$ cat src/hdl/bsrch_pkg.sv
package bsrch_pkg;

    localparam int CMD_W  = 1;
    localparam int IDX_W  = 10;
    localparam int DATA_W = 32;
    localparam int CNT_W  = 11;
    localparam int POS_W  = 11;

    localparam logic [CMD_W-1:0] CMD_LOAD  = 1'b0;
    localparam logic [CMD_W-1:0] CMD_QUERY = 1'b1;

endpackage

$ cat src/hdl/bsrch_ctrl.sv
module bsrch_ctrl
    import bsrch_pkg::*;
#(
    parameter int TABLE_DEPTH = 1024,
    parameter int AW = 10,
    parameter int CW = 11
)
(
    input  logic              clk,
    input  logic              rst_n,
    input  logic              cfg_wr_en,
    input  logic [CNT_W-1:0]  cfg_wr_data,
    input  logic              in_valid,
    output logic              in_stall,
    input  logic [CMD_W-1:0]  cmd,
    input  logic [IDX_W-1:0]  entry_index,
    input  logic [DATA_W-1:0] value,
    output logic              out_valid,
    input  logic              out_stall,
    output logic [POS_W-1:0]  position,
    output logic              tbl_we,
    output logic [AW-1:0]     tbl_waddr,
    output logic [DATA_W-1:0] tbl_wdata,
    output logic [AW-1:0]     tbl_raddr,
    input  logic [DATA_W-1:0] tbl_rdata
);

    localparam int SW = (CW > CNT_W) ? CW : CNT_W;
    localparam int XW = (CW > IDX_W) ? CW : IDX_W;

    localparam logic [1:0] S_IDLE  = 2'd0;
    localparam logic [1:0] S_PROBE = 2'd1;
    localparam logic [1:0] S_CMP   = 2'd2;
    localparam logic [1:0] S_DONE  = 2'd3;

    logic [1:0]         state_reg, state_next;
    logic [CW-1:0]      lo_reg, lo_next;
    logic [CW-1:0]      hi_reg, hi_next;
    logic [CW-1:0]      mid_reg, mid_next;
    logic signed [DATA_W-1:0] key_reg, key_next;
    logic [CNT_W-1:0]   count_reg, count_next;
    logic               out_valid_reg, out_valid_next;
    logic [POS_W-1:0]   position_reg, position_next;

    logic               accept_in;
    logic               out_free;
    logic [CW-1:0]      hi_init;
    logic               idx_ok;
    logic [CW-1:0]      mid_calc;
    logic               entry_gt;

    assign in_stall  = (state_reg != S_IDLE);
    assign accept_in = in_valid && !in_stall;
    assign out_free  = !out_valid_reg || !out_stall;

    assign hi_init  = (SW'(count_reg) > SW'(TABLE_DEPTH)) ? CW'(TABLE_DEPTH) : CW'(count_reg);
    assign idx_ok   = XW'(entry_index) < XW'(TABLE_DEPTH);
    assign mid_calc = lo_reg + ((hi_reg - lo_reg) >> 1);
    assign entry_gt = $signed(tbl_rdata) > key_reg;

    assign tbl_we    = accept_in && (cmd == CMD_LOAD) && idx_ok;
    assign tbl_waddr = AW'(entry_index);
    assign tbl_wdata = value;
    assign tbl_raddr = AW'(mid_calc);

    always_comb
    begin
        state_next     = state_reg;
        lo_next        = lo_reg;
        hi_next        = hi_reg;
        mid_next       = mid_reg;
        key_next       = key_reg;
        count_next     = cfg_wr_en ? cfg_wr_data : count_reg;
        out_valid_next = out_valid_reg && out_stall;
        position_next  = position_reg;
        unique case (state_reg)
            S_IDLE:
            begin
                if (accept_in && (cmd == CMD_QUERY))
                begin
                    lo_next    = '0;
                    hi_next    = hi_init;
                    key_next   = $signed(value);
                    state_next = S_PROBE;
                end
            end
            S_PROBE:
            begin
                if (lo_reg < hi_reg)
                begin
                    mid_next   = mid_calc;
                    state_next = S_CMP;
                end
                else
                begin
                    state_next = S_DONE;
                end
            end
            S_CMP:
            begin
                if (entry_gt)
                begin
                    hi_next = mid_reg;
                end
                else
                begin
                    lo_next = mid_reg + CW'(1);
                end
                state_next = S_PROBE;
            end
            S_DONE:
            begin
                if (out_free)
                begin
                    out_valid_next = 1'b1;
                    position_next  = POS_W'(lo_reg);
                    state_next     = S_IDLE;
                end
            end
            default:
            begin
                state_next = S_IDLE;
            end
        endcase
    end

    always_ff @(posedge clk or negedge rst_n)
    begin
        if (!rst_n)
        begin
            state_reg     <= S_IDLE;
            count_reg     <= '0;
            out_valid_reg <= 1'b0;
        end
        else
        begin
            state_reg     <= state_next;
            count_reg     <= count_next;
            out_valid_reg <= out_valid_next;
        end
    end

    always_ff @(posedge clk)
    begin
        lo_reg       <= lo_next;
        hi_reg       <= hi_next;
        mid_reg      <= mid_next;
        key_reg      <= key_next;
        position_reg <= position_next;
    end

    assign out_valid = out_valid_reg;
    assign position  = position_reg;

endmodule

$ cat config.mk
export PLATFORM = sky130hd
export DESIGN_NAME = bsrch_ctrl
export DESIGN_NICKNAME = d
export VERILOG_FILES = /design/src/hdl/bsrch_pkg.sv /design/src/hdl/bsrch_ctrl.sv
export SDC_FILE = /design/constraint.sdc
export NUM_CORES = 1
export LEC_CHECK = 0
export BUFFER_PORTS_ARGS = -buffer_cell sky130_fd_sc_hd__buf_2
export CAP_MARGIN = 20
export CORE_ASPECT_RATIO = 1.4
export CORE_MARGIN = 3
export CORE_UTILIZATION = 48
export DETAILED_ROUTE_END_ITERATION = 6
export PLACE_DENSITY = 0.83
export RECOVER_POWER = 25
export SYNTH_ARGS = -nofsm -noshare
export SYNTH_HDL_FRONTEND = slang
export SYNTH_SLANG_ARGS = --single-unit
$ cat constraint.sdc
create_clock -name clk -period 2.8 [get_ports clk]
set_input_delay 0.14 -clock clk [delete_from_list [all_inputs] [get_ports clk]]
set_output_delay 0.14 -clock clk [all_outputs]
set_load 0.02 [all_outputs]
Word-level counts from Yosys, hierarchy flattened
Cells that the tools add are included.
{ "totals": {"regBits": 90, "latchBits": 0, "n_memories": 0, "rom_bits": 0, "mem_bits_rw": 0, "inputBits": 91} }
{ "op_classes": {"addsub": 3, "n_div": 0, "n_bitwise": 1, "n_lt_le_gt_ge": 3, "multipliers": 0, "n_shift": 0, "n_reduce_logical": 17, "n_eq_ne": 7, "mux": 13} }
{ "op_table": {"columns": ["operator", "n"], "rows": [
  ["$mux W11", 5],
  ["$pmux W11 S2", 2],
  ["$gt A32 B32 Y1", 1],
  ["$add A11 B1 Y11 const B", 1],
  ["$add A11 B10 Y11", 1],
  ["$gt A11 B11 Y1 const B", 1],
  ["$lt A11 B11 Y1", 1],
  ["$sub A11 B11 Y11", 1],
  ["$ne A2 B2 Y1 const B", 4],
  ["$pmux W2 S4", 1],
  ["$reduce_and A2 Y1", 4],
  ["$reduce_and A3 Y1", 2],
  ["$eq A2 B2 Y1 const B", 2],
  ["$logic_and A1 B1 Y1", 4],
  ["$mux W2", 2],
  ["$reduce_bool A2 Y1", 2],
  ["$logic_not A1 Y1", 3],
  ["$mux W1", 3],
  ["$eq A2 B1 Y1 const B", 1],
  ["$logic_not A2 Y1", 1],
  ["$logic_or A1 B1 Y1", 1],
  ["$not A1 Y1", 1]
]} }

Logic depth before layout (Yosys ltp)
Gate-level depths: netlist of the first run.
{ "depth": {"depth_word": 6, "mapped_depth": 16, "depth_no_buf": 15} }

Least setup slack after synthesis of the first run
Ideal clock, no wire load.
{ "synth_path": {"path_kind": "flip-flop to output port", "startpoint": "reg hi_reg[0]", "endpoint": "out tbl_raddr[9]", "path_slack_ps": -191, "arrival_ps": 2851, "path_stages_with_launch": 17, "path_cell_list": "edfxtp_1 inv_1 ha_1 inv_1 fa_1 a21o_1 a21oi_2 o21bai_1 a21oi_1 xnor2_1 ha_1 nor3_1 nor2_1 a31o_1 a21oi_1 xnor2_1 buf_4"} }
{ "synth_via": {"elab_chain_len": 2} }
{ "synth_lines": {"columns": ["element", "line", "rtl"], "rows": [
  ["start, declared", "bsrch_ctrl.sv:38", "logic [CW-1:0] hi_reg, hi_next;"],
  ["start signal, assigned", "bsrch_ctrl.sv:146", "hi_reg <= hi_next;"],
  ["$sub A11 B11 Y11", "bsrch_ctrl.sv:58", "assign mid_calc = lo_reg + ((hi_reg - lo_reg) >> 1);"],
  ["$add A11 B10 Y11", "bsrch_ctrl.sv:58", null],
  ["end, declared", "bsrch_ctrl.sv:24", "output logic [AW-1:0] tbl_raddr,"]
]} }
Every way passes these cells.

Worst setup path after layout of the first run
{ "layout_path": {"startpoint": "reg lo_reg[1]", "endpoint": "out tbl_raddr[8]"} }
{ "layout_via": {"elab_chain_len": 2} }
{ "layout_lines": {"columns": ["element", "line", "rtl"], "rows": [
  ["start, declared", "bsrch_ctrl.sv:37", "logic [CW-1:0] lo_reg, lo_next;"],
  ["start signal, assigned", "bsrch_ctrl.sv:145", "lo_reg <= lo_next;"],
  ["$sub A11 B11 Y11", "bsrch_ctrl.sv:58", null],
  ["$add A11 B10 Y11 *", "bsrch_ctrl.sv:58", null]
]} }
Every way passes the cells marked *; elsewhere a longest branch is shown, timed or not.

==> results of run 1 <==
==> cell usage after synthesis (7+ instances only) <==
master | count | area share (%)
a21oi_1 | 32 | 3.0
dfrtp_1 | 14 | 6.5
buf_4 | 52 | 7.2
xor2_1 | 8 | 1.3
nand4_1 | 9 | 1.0
nor3_1 | 7 | 0.65
nand3_1 | 14 | 1.3
o21ai_0 | 10 | 0.93
nor2_1 | 27 | 1.9
xnor2_1 | 12 | 1.9
a21o_1 | 9 | 1.3
edfxtp_1 | 76 | 42
ha_1 | 55 | 13
mux2_2 | 11 | 2.3
nand2_1 | 35 | 2.4
inv_1 | 51 | 3.5
==> cell type report <==
class | count | share of cell area, %
clock buffers | 12 | 3.624
clock inverters | 4 | 0.4419
inverters | 53 | 2.811
multi-input cells | 288 | 33.69
flip-flops and latches | 90 | 37.19
well taps | 141 | 2.492
repair buffers | 218 | 19.75
==> where the power goes <==
group / switching (mW) / total, mW / internal, mW
logic: 2.86 / 5.30 / 2.44
registers: 0.217 / 2.18 / 1.97
clock network: 0.506 / 1.16 / 0.657
total: 3.58 / 8.65 / 5.06
==> worst min path at each step <==
stage	start	to	slack, ps
6_report	cfg_wr_data[8]	count_reg[8]$_DFFE_PN0P_	30
5_1_grt	cfg_wr_data[6]	count_reg[6]$_DFFE_PN0P_	30
4_1_cts	value[4]	key_reg[4]$_DFFE_PP_	2
3_5_place_dp	rst_n	count_reg[9]$_DFFE_PN0P_	50
3_3_place_gp	rst_n	count_reg[7]$_DFFE_PN0P_	50
2_1_floorplan	rst_n	count_reg[0]$_DFFE_PN0P_	-160
==> logic make-up after synthesis <==
kind of cell | Yosys count | share of synthesized area (%)
flops | 90 | 48.77
simple gates | 116 | 10.73
xor+xnor | 20 | 3.245
buf+inv | 110 | 11.40
mux | 11 | 2.295
fa+ha+maj | 57 | 13.49
compound gates | 84 | 10.06
==> layer usage <==
layer	part of all wire, %	up-vias	wire (µm)	GRT usage (%)
met3	6.6	57	963	4.410
met1	35	2095	5073	22.76
met2	54	208	7848	41.74
li1	-	2036	-	-
met5	0	-	0	0
met4	4.4	0	639	12.26
==> timing repair <==
| item | CTS | global route |
|---|---|---|
| pin swaps | 13 | 18 |
| hold buffers | 32 | 0 |
| endpoints found under the hold margin | 45 | 0 |
| resized for setup | 34 | 17 |
| endpoints found under the setup margin | 13 | 26 |
| setup buffers | 7 | 7 |
==> per-stage QoR <==
stage	worst slack, ps	power [mW]	instances	setup TNS, ps	utilization [%]
floorplan	-105.7	5.087	488	-338.1	-
global placement	-264.9	5.980	748	-1238	56.48
detailed placement	-426.6	6.137	748	-2486	56.48
CTS	-699.6	8.120	802	-4354	64.00
global route	-906.8	9.086	806	-6998	64.80
finish	-869.8	8.649	806	-5527	64.80
==> metrics.md, run 1 <==
| Metric | Value |
|---|---|
| Clock sinks | 90 |
| Critical path destination | tbl_raddr[8] |
| Cell Chain, Critical Path | inv_2 > ha_1 > nor2b_1 > o21ai_2 > a21boi_2 > o21ai_1 > a21oi_1 > xnor2_1 > ha_2 > nor3_1 > nor2_1 > o41a_1 > xor2_1 > buf_4 |
| Worst slew pin tran | ~820 ps |
| Leakage | 3.190 nW |
| Slew Limit Headroom | 45.50% |
| Dominant synthesized flop cell | edfxtp_1 |
| Remaining antenna violation count | 0 |
| # rows | 45 |
| CTS tree | yes |
| Total CTS buffers | 9 |
| Gp weighted congestion | 0.9176 |
| CP bufs+invs | 2 |
| Vias in the first global route | 4621 |
| Critical Path Max Stage Delay | 420 ps |
| Endpoint class of the critical path | output pin |
| Core ar. | 10920 µm² |
| Final min period | 3670 ps |
| Ratio of cells with drive above 1 in the final layout | 34.29% |
| Via density | around 5.5 |
| DP Area | 6170 µm² |
| Total of max-cap violations | 0 |
| CP Launch Point | lo_reg[1]$_SDFFCE_PN0P_ |
| Vias post-DR | 4396 |
| Area delta synth->final | 31.13% |
| Cell Area, Synth | 5398 µm² |
| Crit path depth | 14 |
| Final Max Tran Viols | 0 |
| Outcome | finished with violations |
| F_max | 272.5 MHz |
| Worst path slowest cell | edfxtp_1 |
| Antenna violations before repair | 0 |
| Setup violations, final | 14 |
| Peak VDD IR | 1916 µV |
| Yosys synthesis warning count | 0 |
| Fill cell count | between 800 and 900 |
| Wire per inst | 18.02 µm |
| Max clock buf depth | 2 |
| Fin Hold WS | 27.85 ps |
| CP Class | reg2out |
| Final period util | 131.1% |
| R2r setup slk | -480 ps |
| R2r worst-path depth | 13 |
| CP top delay family | compound AO/OA/AOI/OAI gates |
| Final Skew | roughly 12 ps |
| RSZ-0062 raised after global routing | true |
| Worst-path clk slew | 60 ps |
| Total global routing track utilization | 22.59% |
| Hpwl dp | between 10000 and 15000 µm |
| Syn Area/Cell | around 11 µm² |
| Syn_nets | 636 |
| Syn Inst Count | about 490 |
| Reg-to-Reg End | mid_reg[10]$_DFFE_PP_ |
| Number of flip-flops under the largest register name | 32 |
| Commonest non-fill, non-tap cell in the layout | buf_2 |
| Startpoint types | flip-flop |
| Largest net degree at the start of global routing | 34 |
| CP arrival | roughly 3500 ps |
| Final WL | 14530 µm |
| EDFF count, synth | 76 |
| Most frequent cells in the layout | buf_2 (101), edfxtp_1 (76), buf_4 (51) |
| Final nets | 808 |
| H-tree depth | 3 |
| Asr flop ratio synth | 15.56% |
| Total gr overflow | 0 |
| PD cells | 1222 nW/µm² |
| Sequential-to-total area share from yosys stat | 48.77% |
| Worst min-delay path category | in2reg |
| Number of synthesized register bits | 90 |
| Starting density of the core | 49.42% |
| First-pass GRT wire length | 21730 µm |
| DR DRC count | 0 |
| First-iteration detailed-routing DRC count | about 260 |
| Reg2Reg Launch Point | lo_reg[1]$_SDFFCE_PN0P_ |
| Failing checks | negative setup slack |
| I/O Buffers | 136 |
| Die height | 131.5 µm |
| Chip Width | about 96 µm |
| Post-route cell area | slightly above 7000 µm² |
| DR pass1 iterations | 4 |
| Fin. Hold Viols | 0 |
| Die area | between 10000 and 15000 µm² |
| FF/Latch Area | 2633 µm² |
| Multi-input combinational cell area | between 2000 and 2500 µm² |
| Final worst slack | -869.8 ps |
| Synth cell types | 49 |
| Worst Path Max Fanout | 3 |
| Inserted Diodes | 0 |
| Clk_lat worst skew | about 340 ps |
| CP Data Required Time | 2660 ps |
| CTS root buf | clkbuf_16 |
| Top-level I/O count | approximately 160 |
| Hold Path Cell Cnt | 2 |
Power figures use the tool's default switching activity.
==> inputs of run 2 (changes only) <==
Settings changed: SETUP_SLACK_MARGIN set to 0.3.
==> run 2 against run 1 <==
The flow still finishes with violations (negative setup slack). Final cell count rose by 1.1%. Critical path depth rose by 2. Via count rose by 3.7%. Worst setup slack improved by 1.4 ps. Critical endpoint is now tbl_raddr[9].
==> metrics.md, run 2 (same netlist as run 1, synthesis figures left out) <==
| Metric | Value |
|---|---|
| Gp weighted congestion | 0.9006 |
| Outcome | finished with violations |
| Endpoint class of the critical path | output pin |
| Total gr overflow | 0 |
| Commonest non-fill, non-tap cell in the layout | buf_2 |
| Logic pwr share | 65.4% |
| Final period util | 131.0% |
| Crit path depth | 16 |
| Worst-path clk slew | ~60 ps |
| Final nets | between 800 and 900 |
| Slew Limit Headroom | a little under half |
| CTS tree | yes |
| Final worst slack | -868.4 ps |
| CTS root buf | clkbuf_16 |
| Core ar. | 10920 µm² |
| Final Max Tran Viols | 0 |
| Top-level I/O count | 157 |
| Fin. Hold Viols | 0 |
| Worst Path Max Fanout | 4 |
| Die area | 12570 µm² |
| Vias in the first global route | 4612 |
| First-pass GRT wire length | about 23000 µm |
| DR pass1 iterations | 5 |
| Fin Hold WS | roughly 34 ps |
| CP Class | reg2out |
| PD cells | 1298 nW/µm² |
| Total CTS buffers | 9 |
| Peak VDD IR | between 1500 and 2000 µV |
| Reg2Reg Launch Point | hi_reg[1]$_DFFE_PP_ |
| Worst path slowest cell | edfxtp_1 |
| # rows | 45 |
| Ratio of cells with drive above 1 in the final layout | 40.65% |
| Remaining antenna violation count | 0 |
| Final WL | 16020 µm |
| Clock group share of total power | 12.0% |
| CP bufs+invs | 3 |
| Final min period | 3668 ps |
| Setup violations, final | 15 |
| Antenna violations before repair | 0 |
| Flop pwr share | 22.7% |
| R2r worst-path depth | 14 |
| Non-filler cells, final | ~820 |
| Setup TNS Final | -6521 ps |
| CP Launch Point | lo_reg[1]$_SDFFCE_PN0P_ |
| Multi-input combinational cell area | 2686 µm² |
| H-tree depth | 3 |
| Net Sw Frac | 41.73% |
| Clock sinks | 90 |
| Area delta synth->final | 38.92% |
| Via density | 5.593 |
| F_max | 272.6 MHz |
| Inserted Diodes | 0 |
| Clk_lat worst skew | approximately 340 ps |
| Layout Utilization | 68.65% |
| Number of flip-flops under the largest register name | 32 |
| Die height | 131.5 µm |
| Startpoint types | flip-flop |
| Final Skew | 9.800 ps |
| Worst min-delay path category | in2reg |
| RSZ-0062 raised after global routing | true |
| Failing checks | negative setup slack |
| FF/Latch Area | 2633 µm² |
| Leakage | about 3.3 nW |
| Starting density of the core | around 49% |
| Internal power | around 5.7 mW |
| Vias post-DR | 4558 |
| Fill cell count | just over 700 |
| Total of max-cap violations | 0 |
| Largest net degree at the start of global routing | 34 |
| Worst slew pin tran | 780.7 ps |
| DR DRC count | 0 |
| CP Data Required Time | ~2700 ps |
| Most frequent cells in the layout | buf_2 (101), edfxtp_1 (76), buf_4 (53) |
| Critical Path Max Stage Delay | 440 ps |
| CP top delay family | compound AO/OA/AOI/OAI gates |
| Hold Startpoint | cfg_wr_data[3] |
| Cell Chain, Critical Path | inv_2 > ha_4 > nor2b_4 > o21ai_2 > a21boi_2 > o21a_1 > nor2_2 > xnor2_1 > ha_1 > nand2_2 > o211ai_1 > buf_4 > a31o_1 > a21oi_2 > xnor2_2 > buf_4 |
| Total global routing track utilization | 24.17% |
| Hold Path Cell Cnt | 2 |
| Cells after DPL | 742 |
| Chip Width | between 90 and 100 µm |
| Max clock buf depth | 2 |
| First-iteration detailed-routing DRC count | 387 |
| Hpwl dp | 10180 µm |
| Most used cell, CP | buf_4 |
| CP arrival | 3530 ps |
| Net Sw Power | about 4 mW |
| I/O Buffers | around 140 |
| Wire per inst | between 15 and 20 µm |
| Pwr Total | 9.736 mW |
[run 2: cell count changes in the layout (fill, tap and decap cells not counted), moves of 4 or more]
cell	delta
dlygate4sd3_1	-4
buf_6	+9
nand2_1	-6
a21oi_4	+4
nand2_2	+5
a21oi_1	-6
ha_1	-5
ha_4	+6
[run 2: path summary, 6_finish.rpt]
check	endpoint	slack, ps
min in group asynchronous	count_reg[8]$_DFFE_PN0P_	400
max in group asynchronous	count_reg[2]$_DFFE_PN0P_	1920
max	tbl_raddr[9]	-870
min reg2reg	position[8]$_DFFE_PP_	530
max reg2reg	mid_reg[10]$_DFFE_PP_	-550
min	count_reg[3]$_DFFE_PN0P_	30
[run 2: layout make-up]
type                    instances  share of cell area (%)
clock buffers                  13                   3.487
clock inverters                 3                  0.3170
inverters                      53                   2.653
multi-input cells             289                   35.83
flip-flops and latches         90                   35.11
well taps                     141                   2.353
repair buffers                226                   20.26
[run 2: metal layers]
| layer | part of all wire, % | global-route usage, % | vias up |
|---|---|---|---|
| met3 | 8.2 | 5.097 | 57 |
| li1 | - | - | 2067 |
| met4 | 4.0 | 12.42 | 0 |
| met2 | 53 | 43.40 | 254 |
| met5 | 0 | 0 | - |
| met1 | 34 | 25.67 | 2180 |
[run 2: repair_timing]
item / CTS / global route
gates cloned: 2 / 0
setup endpoints to repair: 39 / 51
pin swaps: 27 / 35
setup buffers: 10 / 17
hold buffers: 28 / 0
hold endpoints to repair: 41 / 0
resized for setup: 66 / 46
[run 2: stage by stage]
stage               area, µm²  setup slack, ps
floorplan                5416           -105.7
global placement         6125           -274.9
detailed placement       6125           -412.4
CTS                      7149           -664.3
global route             7498           -952.9
finish                   7498           -868.4
[run 2: power by group through the flow]
| stage | Clock (mW) | Combinational (mW) | Sequential (mW) |
|---|---|---|---|
| finish | 1.16 | 6.36 | 2.21 |
| detailed placement | 0 | 3.88 | 2.21 |
| global placement | 0 | 3.73 | 2.19 |
| global route | 1.25 | 6.69 | 2.23 |
| CTS | 1.17 | 5.19 | 2.19 |
| floorplan | 0 | 2.89 | 2.19 |
